--- src/rtl/brm_divider.sv ---
// Restoring unsigned 32-bit divider, one quotient bit per cycle.
// Depends on nothing outside this file.
`timescale 1ns / 1ps
module brm_divider (
	input  logic        clk,
	input  logic        arst_n,
	input  logic        start,
	input  logic [31:0] dividend,
	input  logic [31:0] divisor,
	output logic        done,
	output logic [31:0] quotient,
	output logic [31:0] remainder
);
	logic [31:0] quo_q, rem_q, dvs_q;
	logic [5:0]  cnt_q;
	logic        busy_q;
	logic        done_q;
	logic [32:0] trial;

	assign trial = {rem_q, quo_q[31]} - {1'b0, dvs_q};

	// done pulses the cycle after the last step, with quotient and remainder settled
	always_ff @(posedge clk or negedge arst_n) begin
		if (!arst_n) begin
			busy_q <= 1'b0;
			cnt_q  <= '0;
			done_q <= 1'b0;
		end else begin
			done_q <= !start && busy_q && (cnt_q == 6'd1);
			if (start) begin
				busy_q <= 1'b1;
				cnt_q  <= 6'd32;
			end else if (busy_q) begin
				cnt_q <= cnt_q - 6'd1;
				if (cnt_q == 6'd1)
					busy_q <= 1'b0;
			end
		end
	end

	always_ff @(posedge clk) begin
		if (start) begin
			quo_q <= dividend;
			rem_q <= '0;
			dvs_q <= divisor;
		end else if (busy_q) begin
			if (!trial[32]) begin
				rem_q <= trial[31:0];
				quo_q <= {quo_q[30:0], 1'b1};
			end else begin
				rem_q <= {rem_q[30:0], quo_q[31]};
				quo_q <= {quo_q[30:0], 1'b0};
			end
		end
	end

	assign done      = done_q;
	assign quotient  = quo_q;
	assign remainder = rem_q;
endmodule

--- config.mk ---
export PLATFORM = sky130hd
export DESIGN_NAME = brm_divider
export DESIGN_NICKNAME = d
export VERILOG_FILES = /design/src/rtl/brm_divider.sv
export SDC_FILE = /design/constraint.sdc
export NUM_CORES = 1
export LEC_CHECK = 0
export ABC_AREA = 1
export BUFFER_PORTS_ARGS = -buffer_cell sky130_fd_sc_hd__buf_2
export CAP_MARGIN = 20
export CORE_UTILIZATION = 30
export DETAILED_ROUTE_END_ITERATION = 10
export PLACE_DENSITY_LB_ADDON = 0.25
export SLEW_MARGIN = 0
export SYNTH_ARGS = -nofsm -noshare
export SYNTH_HDL_FRONTEND = slang
export SYNTH_SLANG_ARGS = --single-unit
--- constraint.sdc ---
create_clock -name clk -period 2.4 [get_ports clk]
set_clock_uncertainty 0.2 [all_clocks]
set_input_delay 0.24 -clock clk [delete_from_list [all_inputs] [get_ports clk]]
set_output_delay 0.24 -clock clk [all_outputs]
set_load 0.02 [all_outputs]
# Yosys cells after proc, flatten, opt, wreduce, memory -nomap -nowiden
# Index checks and enable logic that the tools add are counted.
[totals]
latchBits = 0
inputBits = 67
rom_bits = 0
mem_bits_rw = 0
mem_count = 0
out_inout_bits = 65
regBits = 104
[classes]
addsub = 2
mul = 0
mux = 9
n_lt_le_gt_ge = 0
n_eq_ne = 1
n_div = 0
n_reduce_logical = 4
n_bitwise = 0
n_shift = 0
[ops]
columns = ["operator", "count"]
rows = [
  ["$mux W32", 3],
  ["$sub A33 B32 Y33", 1],
  ["$mux W6", 2],
  ["$eq A6 B1 Y1 const B", 1],
  ["$sub A6 B1 Y6 const B", 1],
  ["$mux W1", 4],
  ["$logic_and A1 B1 Y1", 2],
  ["$reduce_bool A2 Y1", 1],
  ["$logic_not A1 Y1", 1],
]

# Depth between registers and ports, before layout
# Gate-level depths: netlist of run 1.
[depth]
ltp_word = 4
depth_mapped = 18
ltp_nobuf = 17

# Worst setup path after synthesis of run 1
# Ideal clock, no wire load.
[synth_path]
path_kind = "flip-flop to flip-flop"
startpoint = "register quo_q[31] (netlist: quotient[31])"
endpoint = "register quo_q[0] (netlist: quotient[0]) (data pin)"
period_less_slack_ns = 2.619
setup_time_ns = 0.270
path_stages_with_launch = 17
t_arrival_ns = 2.150
path_slack_ns = -0.219
t_required_ns = 1.930
path_cell_list = "edfxtp_1 > inv_1 > ha_1 > fa_1 > inv_1 > nand2_1 > nand2_1 > nand3_1 > nand2_2 > nand2_1 > nand2_1 > nand2_2 > nand2_2 > nand2_2 > nand2_4 > buf_6 > o21ai_0"
[synth_between]
elab_chain_len = 4
[synth_rtl]
columns = ["element", "line", "rtl"]
rows = [
  ["from (decl)", "14", "logic [31:0] quo_q, rem_q, dvs_q;"],
  ["from (signal assigned)", "43", "quo_q <= dividend;"],
  ["from (signal assigned)", "49", "quo_q <= {quo_q[30:0], 1'b1};"],
  ["from (signal assigned)", "52", "quo_q <= {quo_q[30:0], 1'b0};"],
  ["$sub A33 B32 Y33", "20", "assign trial = {rem_q, quo_q[31]} - {1'b0, dvs_q};"],
  ["$mux W1", "47", "if (!trial[32]) begin"],
  ["$mux W32", "46", "end else if (busy_q) begin"],
  ["$mux W32", "42", "if (start) begin"],
]
# Every way passes these cells. The select of a mux whose other input is x is not followed.
# A chain may end at the register's enable or synchronous reset.

# Worst setup path in the final report of run 1
[layout_path]
startpoint = "register dvs_q[0]"
endpoint = "register rem_q[10] (netlist: remainder[10])"
[layout_between]
elab_chain_len = 2
[layout_rtl]
columns = ["element", "line", "rtl"]
rows = [
  ["from (decl)", "14", ""],
  ["from (signal assigned)", "45", "dvs_q <= divisor;"],
  ["$sub A33 B32 Y33", "20", ""],
  ["$mux W32", "47", ""],
  ["to (signal assigned)", "48", "rem_q <= trial[31:0];"],
  ["to (signal assigned)", "51", "rem_q <= {rem_q[30:0], quo_q[31]};"],
  ["to (decl)", "14", ""],
]
# Every way passes these cells.

==> out/results.txt, run 1 <==
outcome = finished with violations
failing checks = negative setup slack
Worst Tran Pin Value = 464 ps
CTS tree = built
slew margin rel. = 69.1%
largest cells by area after synthesis = edfxtp_1 (28%), nand2_1 (25%), inv_1 (11%), dfxtp_1 (9.2%), ha_1 (6.1%)
initial drt markers = 347
Synth async-reset ratio = 7.69%
number of global-route vias before repair = 6805
CTS Buffer Depth = 2
placed insts = 1504
number of synthesized flops with an enable pin = 64
distinct cell type count after synthesis = 37
Sw Pwr = 1.56 mW
placed cell area = 8450 um^2
Critical R2R Launch = dvs_q[0]
RSZ-0062 raised after global routing = yes
TritonCTS Sinks = 104
part of the power in registers = 44.3%
GRT overflow = 0
DIE WIDTH = 154 um
routed len/inst = 12.7 um
area of the multi-input gates = 3490 um^2
path category of the worst min-delay check = in2async
setup_tns = -1750 ps
period utilization = 104%
area leader, netlist = edfxtp_1
Startpoint Class = flop
ratio of cells with drive above 1 in the final layout = 23.8%
fin area = 9890 um^2
CTS Root Cell = clkbuf_16
worst r2r dst = remainder[10]
Seq cells post-synth = 104
slowest stage delay, CP = 400 ps
CP max-delay cell = edfxtp_1
H-tree depth = 3
Initial Util = 30.6%
DIE AREA = 23800 um^2
Setup WS post-layout = -97.0 ps
HPWL Detailed = 15000 um
initial antenna violation count = 1
top-count cell post-synth = nand2_1
Seq/Total Area, Yosys = 39.7%
combinational share of power = 21.9%
WP data arrival = 2560 ps
register area = 2760 um^2
top-area cell type share of the netlist area = 27.6%
worst-path maximum fanout = 7
Synth Cell Area = 6960 um^2
Final GP Congestion = 0.876
Leakage = 5.51 nW
total core area = 22700 um^2
Peak Freq = 400 MHz
Crit. End Element = flop
GRT Total Usage = 17.4%
drt first pass iters = 6
clock share of power = 33.8%
Final #Nets = 1413
PD cells = 490 nW/um^2
VDD IR max = 0.324 mV
CP Data Required Time = 2470 ps
area growth from synthesis to layout = 42.1%
most used cell, CP = nand2_2
post-layout min period = 2500 ps
wirelength, routed = 20300 um
final cell count without fillers = 1601
Clock Latency Late Sink = 370 ps
Via-to-Cell Ratio = 4.34
num rows = 55
WS Path Type = reg2reg
Final Setup Violations = 29
Max Cap Viol = 0
die height = 154 um
Mapped Cells = 1035
R2R cell count = 18
commonest cells in the netlist = nand2_1 (464), inv_1 (210), edfxtp_1 (64)
via count = 6945
antenna cells = 0
first-pass GRT wire length = 33200 um
Syn Area/Cell = 6.72 um^2
Switching Share = 32.2%
final hold vios = 0
CTS buffer count = 9
Port Buf Inserts = 131
largest net degree at the start of global routing = 35
crit-path cells = ha_2 -> fa_2 -> inv_2 -> nand2_2 -> nand2_2 -> nand3_2 -> nand2_2 -> nand2_2 -> nand2_2 -> nand2_4 -> nand2_4 -> buf_6 -> nand2_4 -> nand2_8 -> clkbuf_16 -> nand2_1 -> nand3_1 -> nand2_1
DRC Markers = 0
Fin Hold WS = 37.7 ps
Post-Syn Nets = 1137
main flop type after synthesis = edfxtp_1
fin. max-slew vios = 0
Worst-path clk slew = 90 ps
synth warn = 0
DRT antenna net count = 0
fillers = 2384
io pins = 132
reg2reg setup slack = -100 ps
Internal = 3.28 mW
[critical path, delay by kind of cell (launching register included)]
kind	cells	cell delay, ps
simple gates	13	870
fa+ha+maj	2	560
flops	1	400
buf+inv	3	360
[layout by cell type (no fill, tap or decap), types with 5 or more instances in the layout]
| cell type | n |
|---|---|
| o21ai_1 | 5 |
| clkbuf_16 | 11 |
| nor2_2 | 12 |
| nor3_1 | 10 |
| buf_4 | 74 |
| inv_2 | 6 |
| nand4_1 | 5 |
| buf_12 | 6 |
| a21oi_1 | 19 |
| buf_2 | 131 |
| nand2_1 | 438 |
| nand3_2 | 11 |
| nand3_1 | 48 |
| edfxtp_1 | 64 |
| ha_1 | 30 |
| dfxtp_1 | 32 |
| dlygate4sd3_1 | 65 |
| and2_1 | 5 |
| nand2_4 | 7 |
| xnor2_1 | 13 |
| nor2_1 | 37 |
| inv_1 | 208 |
| dfrtp_1 | 8 |
| nand2_2 | 31 |
[timing repair]
action,in CTS,in global routing
setup buffers,7,4
hold endpoints to repair,71,1
pin swaps,1,7
endpoints found under the setup margin,28,33
hold buffers,64,1
gates resized for setup,19,44
gates cloned,3,2
[power by group through the flow]
stage               Sequential [mW]  Clock, mW  Combinational (mW)
floorplan                      2.28          0               0.463
global placement               2.18          0               0.929
detailed placement             2.18          0               0.936
CTS                            2.14       1.70                1.04
global route                   2.16       1.75                1.19
finish                         2.14       1.64                1.06
[per-layer routing]
layer  global-route usage [%]  wire [um]  up-vias
li1                         -          -     3675
met1                     22.1       9670     3101
met2                     30.3       9390      144
met3                     3.87        943       23
met4                     3.77        330        2
met5                        0          9        -
[flip-flops by register name, summed over array words and instances (netlist names)]
name	count
busy_q	1
cnt_q	6
done	1
dvs_q	32
quotient	32
remainder	32
[how the worst max path moves through the flow]
stage / start / end / slack (ps) / cells past startpoint
after floorplan: quotient[31] / quotient[0] / -110 / 16
after global placement: quotient[31] / remainder[11] / 20 / 18
after detailed placement: quotient[31] / remainder[6] / -80 / 18
after CTS: dvs_q[0] / remainder[2] / -90 / 18
after global routing: dvs_q[0] / remainder[1] / -210 / 18
final: dvs_q[0] / remainder[10] / -100 / 18
[cell families (layout without fill, tap and decap cells)]
family / count (synthesis) / in the layout / synth area share, %
flip-flops: 104 / 104 / 39.7
AND/OR/NAND/NOR: 613 / 613 / 36.0
buffers and inverters: 233 / 514 / 13.4
adder cells (fa/ha/maj): 35 / 35 / 6.40
AO/OA/AOI/OAI: 35 / 35 / 2.61
XOR/XNOR: 15 / 15 / 1.89
[cell type report]
class / instances / area share, %
tap: 285 / 3.61
inverter: 215 / 8.16
sequential: 104 / 27.9
timing repair buffer: 283 / 21.6
clock inverter: 7 / 1.05
clock buffer: 9 / 2.28
multi-input combinational: 698 / 35.3
[per-stage QoR]
stage / power [mW] / utilization, % / setup WS (ps)
final: 4.84 / 43.5 / -97.0
after CTS: 4.88 / 42.5 / -88.6
after detailed placement: 3.12 / 37.2 / -82.6
after global routing: 5.10 / 43.5 / -209
after global placement: 3.11 / 37.2 / 23.2
after floorplan: 2.74 / - / -109
(Power assumes the default switching activity.)
==> inputs of run 2 (changes only) <==
Settings changed: CORE_MARGIN set to 5, PLACE_DENSITY set to 0.52, PLACE_DENSITY_LB_ADDON 0.25 to not set.
==> run 2 against run 1 <==
The flow still finishes with violations (negative setup slack); cell area fell by 0.25%; core utilization fell by 0.11 points; wire length rose by 3.3%; critical path depth did not move; total power barely moved; flip-flop and latch count did not move; clock power barely moved; cell count rose by 0.69%; via count fell by 0.30%; fmax fell by 2.7%; die area rose by 11%.
==> out/results.txt, run 2 (synthesized netlist as in run 1, its figures left out) <==
CTS buffer count = 9
metal1 wirelength = 10300 um
CP max-delay cell = edfxtp_1
CTS Root Cell = clkbuf_16
number of global-route vias before repair = 6739
first-pass GRT wire length = 33500 um
final cell count without fillers = 1612
Via-to-Cell Ratio = 4.30
DRC Markers = 0
R2R cell count = 18
area growth from synthesis to layout = 41.8%
most common cell after layout, fill and taps aside = nand2_1
via count = 6924
drt first pass iters = 5
Clock Latency Late Sink = 370 ps
die height = 162 um
VDD IR max = 0.327 mV
slowest stage delay, CP = 430 ps
failing checks = negative setup slack
Final GP Congestion = 0.867
Initial Util = 30.6%
critical path depth = 18
TritonCTS Sinks = 104
fin. max-slew vios = 0
HPWL Detailed = 15500 um
CTS Buffer Depth = 2
period utilization = 107%
num rows = 55
slew margin rel. = 71.4%
initial drt markers = 420
Buffers & Inverters on Critical Path = 3
io pins = 132
initial antenna violation count = 0
GRT Total Usage = 15.6%
largest net degree at the start of global routing = 42
worst-path maximum fanout = 8
DIE WIDTH = 162 um
total core area = 22700 um^2
Top delay family on crit path = simple AND/OR/NAND/NOR gates
dpl ws = -72.4 ps
Worst Tran Pin Value = 425 ps
GRT overflow = 0
antenna cells = 0
routed len/inst = 13.0 um
ratio of cells with drive above 1 in the final layout = 22.3%
Crit. End Element = flop
Top Metal Used = met4
Peak Freq = 389 MHz
outcome = finished with violations
RSZ-0062 raised after global routing = yes
fin area = 9860 um^2
Tot Pwr = 4.84 mW
CP Data Required Time = 2470 ps
H-tree depth = 3
DRT antenna net count = 0
WP data arrival = 2640 ps
WS Path Type = reg2reg
most frequent cells in the layout = nand2_1 (450), inv_1 (208), buf_2 (131), buf_4 (82), dlygate4sd3_1 (65)
PD cells = 491 nW/um^2
Leakage = 5.53 nW
setup_tns = -3790 ps
Port Buf Inserts = 131
placed insts = 1514
final hold vios = 0
CTS tree = built
Startpoint Class = flop
Setup WS post-layout = -167 ps
Final Setup Violations = 33
Max Cap Viol = 0
Final #Nets = 1424
post-layout min period = 2570 ps
placed cell area = 8530 um^2
crit-path cells = ha_4 -> fa_2 -> inv_2 -> nand2_2 -> nand2_2 -> nand3_2 -> nand2_2 -> nand2_2 -> nand2_2 -> nand2_4 -> nand2_4 -> buf_6 -> nand2_4 -> nand2_8 -> clkbuf_16 -> nand2_1 -> nand3_1 -> nand2_1
path category of the worst min-delay check = in2async
wirelength, routed = 21000 um
most used cell, CP = nand2_2
routed wl met2 = 9410 um
met3 routed wirelength = 1120 um
DIE AREA = 26300 um^2
Worst-path clk slew = 90 ps
## run 2: layer usage
| layer | track usage, % | up-vias |
|---|---|---|
| met4 | 2.38 | 0 |
| met1 | 21.3 | 3074 |
| li1 | - | 3695 |
| met3 | 3.55 | 13 |
| met5 | 0 | - |
| met2 | 25.7 | 142 |
## run 2: area by class of cell
| class | instances | area (um^2) |
|---|---|---|
| Sequential cell | 104 | 2760 |
| Timing Repair Buffer | 293 | 2220 |
| Multi-Input combinational cell | 699 | 3390 |
| Inverter | 215 | 807 |
| Tap cell | 285 | 357 |
| Clock inverter | 7 | 101 |
| Clock buffer | 9 | 225 |
| Fill cell | 2373 | 12800 |
## run 2: path summary, 6_finish.rpt
path,from,end,slack (ps)
worst max-delay path,dvs_q[0],remainder[8],-170
worst min-delay path,arst_n,cnt_q[1],30
worst max register to register,dvs_q[0],remainder[8],-170
worst min register to register,remainder[20],remainder[20],290
max in group asynchronous,arst_n,cnt_q[0],1790
min in group clk,start,cnt_q[1],120
## run 2: repair_timing
action	4_1_cts	5_1_grt
setup buffers	7	4
setup endpoints to repair	27	33
gates resized for setup	9	25
endpoints found under the hold margin	72	0
pin swaps	1	12
cloned	3	3
hold buffers	65	0
## run 2: per-stage QoR
stage                     utilization [%]  hold WS (ps)
after floorplan                         -          -256
after global placement               37.5          -101
after detailed placement             37.5          -102
after CTS                            42.5          24.4
after global routing                 43.4          53.5
final                                43.4          28.3
## run 2: worst reg2reg max path, delay by kind of cell (launching register included)
| kind | cells | cell delay (ps) |
|---|---|---|
| buffers and inverters | 3 | 350 |
| flip-flops | 1 | 430 |
| adder cells (fa/ha/maj) | 2 | 560 |
| AND/OR/NAND/NOR | 13 | 920 |
## run 2: where the power goes
part	total [mW]	leakage (nW)	switching, mW	internal, mW
Combinational	1.06	4.35	0.606	0.455
Clock	1.64	0.156	0.867	0.768
Sequential	2.14	1.02	0.0830	2.06
==> inputs of run 3 (changes only) <==
Settings changed: GPL_TIMING_DRIVEN set to 0.
==> run 3 against run 2 <==
The run still ends with negative setup slack left; flip-flop and latch count is the same; count of clock-buffer cells in the layout is the same; sequential power about the same; fmax grew 0.82%; global-route usage up 0.26 points; largest cell class unchanged; largest power group unchanged.
==> out/results.txt, run 3 (synthesized netlist as in run 1, its figures left out) <==
number of global-route vias before repair = 6792
antenna cells = 0
failing checks = negative setup slack
outcome = finished with violations
WP data arrival = 2600 ps
first-pass GRT wire length = 34100 um
most common cell after layout, fill and taps aside = nand2_1
Final #Nets = 1368
path category of the worst min-delay check = in2async
CTS buffer count = 9
Final GP Congestion = 0.920
num rows = 55
RSZ-0062 raised after global routing = yes
placed cell area = 8020 um^2
via count = 6741
WS Path Type = reg2reg
Via-to-Cell Ratio = 4.33
CP Data Required Time = 2460 ps
wirelength, routed = 21000 um
HPWL Detailed = 15700 um
GRT overflow = 0
fin util = 42.1%
ratio of cells with drive above 1 in the final layout = 20.5%
DRT antenna net count = 0
slew margin rel. = 57.6%
layer with the highest usage = met2
met1 GRT Util = 20.5%
Initial Util = 30.6%
GR Util met3 = 3.43%
DIE WIDTH = 162 um
Port Buf Inserts = 131
DIE AREA = 26300 um^2
initial antenna violation count = 0
final hold vios = 0
Crit. End Element = flop
CTS Buffer Depth = 2
most frequent cells in the layout = nand2_1 (436), inv_1 (207), buf_2 (130), dlygate4sd3_1 (65), edfxtp_1 (64)
Leakage = 5.21 nW
VDD IR max = 0.329 mV
total core area = 22700 um^2
largest net degree at the start of global routing = 36
routed len/inst = 13.5 um
PD cells = 500 nW/um^2
die height = 162 um
io pins = 132
area growth from synthesis to layout = 37.4%
Max Cap Viol = 0
H-tree depth = 3
TritonCTS Sinks = 104
post-layout min period = 2550 ps
fin area = 9560 um^2
setup_tns = -3640 ps
fin. max-slew vios = 0
Peak Freq = 393 MHz
Worst Tran Pin Value = 637 ps
initial drt markers = 299
CTS tree = built
Setup WS post-layout = -147 ps
Final Setup Violations = 33
Startpoint Class = flop
Clock Latency Late Sink = 370 ps
GRT Total Usage = 15.8%
M2 GR Usage = 27.5%
DRC Markers = 0
drt first pass iters = 5
Worst-path clk slew = 100 ps
worst-path maximum fanout = 8
period utilization = 106%
CTS Root Cell = clkbuf_16
==> run 3: critical path: stages, from the launching register on <==
cell and delay [ps]:
edfxtp_1 440, ha_4 190, fa_2 360, inv_2 80
nand2_2 50, nand2_2 90, nand3_2 70, nand2_2 80
nand2_2 50, nand2_2 80, nand2_4 80, nand2_4 100
nand2_4 80, nand2_8 150, clkbuf_16 170, nand2_2 40
nand3_1 70, nand2_1 60
==> run 3: final cells by class <==
class	count	area, um^2
plain buffers	18	151
clock buffers	9	225
clock inverters	7	101
fillers	2366	13200
inverters	215	811
multi-input cells	698	3550
flip-flops and latches	104	2760
well taps	285	357
repair buffers	219	1600
repair inverters	1	5.00
==> run 3: worst paths after layout <==
check | from | endpoint | slack [ps] | cells past startpoint
hold reg to reg | remainder[9] | remainder[9] | 290 | 2
hold / removal | arst_n | cnt_q[2] | 40 | 2
setup reg to reg | dvs_q[0] | remainder[11] | -150 | 17
min in group clk | remainder[9] | remainder[9] | 290 | 2
max in group asynchronous | arst_n | cnt_q[5] | 1770 | 2
setup / recovery | dvs_q[0] | remainder[11] | -150 | 17
==> run 3: routing by layer <==
metal / up-vias / wire (um)
li1: 3598 / -
met1: 3017 / 9950
met2: 112 / 9900
met3: 14 / 877
met4: 0 / 263
met5: - / 0
==> run 3: stage by stage <==
stage	instances	total power [mW]	setup slack, ps	hold WS [ps]
final	1556	4.77	-147	38.3
after global routing	1556	5.05	-299	52.8
after CTS	1549	4.82	-128	33.5
after detailed placement	1452	3.04	-427	-103
after global placement	1451	3.03	-631	-102
after floorplan	1035	2.74	-109	-256
==> run 3: timing repair <==
item / 4_1_cts / 5_1_grt
gates resized for setup: 32 / 47
setup buffers: 15 / 2
pin swaps: 9 / 43
hold buffers: 65 / 0
gates cloned: 1 / 5
setup endpoints to repair: 48 / 77
hold endpoints to repair: 72 / 0
==> run 3: power breakdown <==
| group | total (mW) | switching [mW] | internal (mW) |
|---|---|---|---|
| Combinational | 1.01 | 0.599 | 0.408 |
| Sequential | 2.15 | 0.0863 | 2.06 |
| Clock | 1.62 | 0.852 | 0.768 |
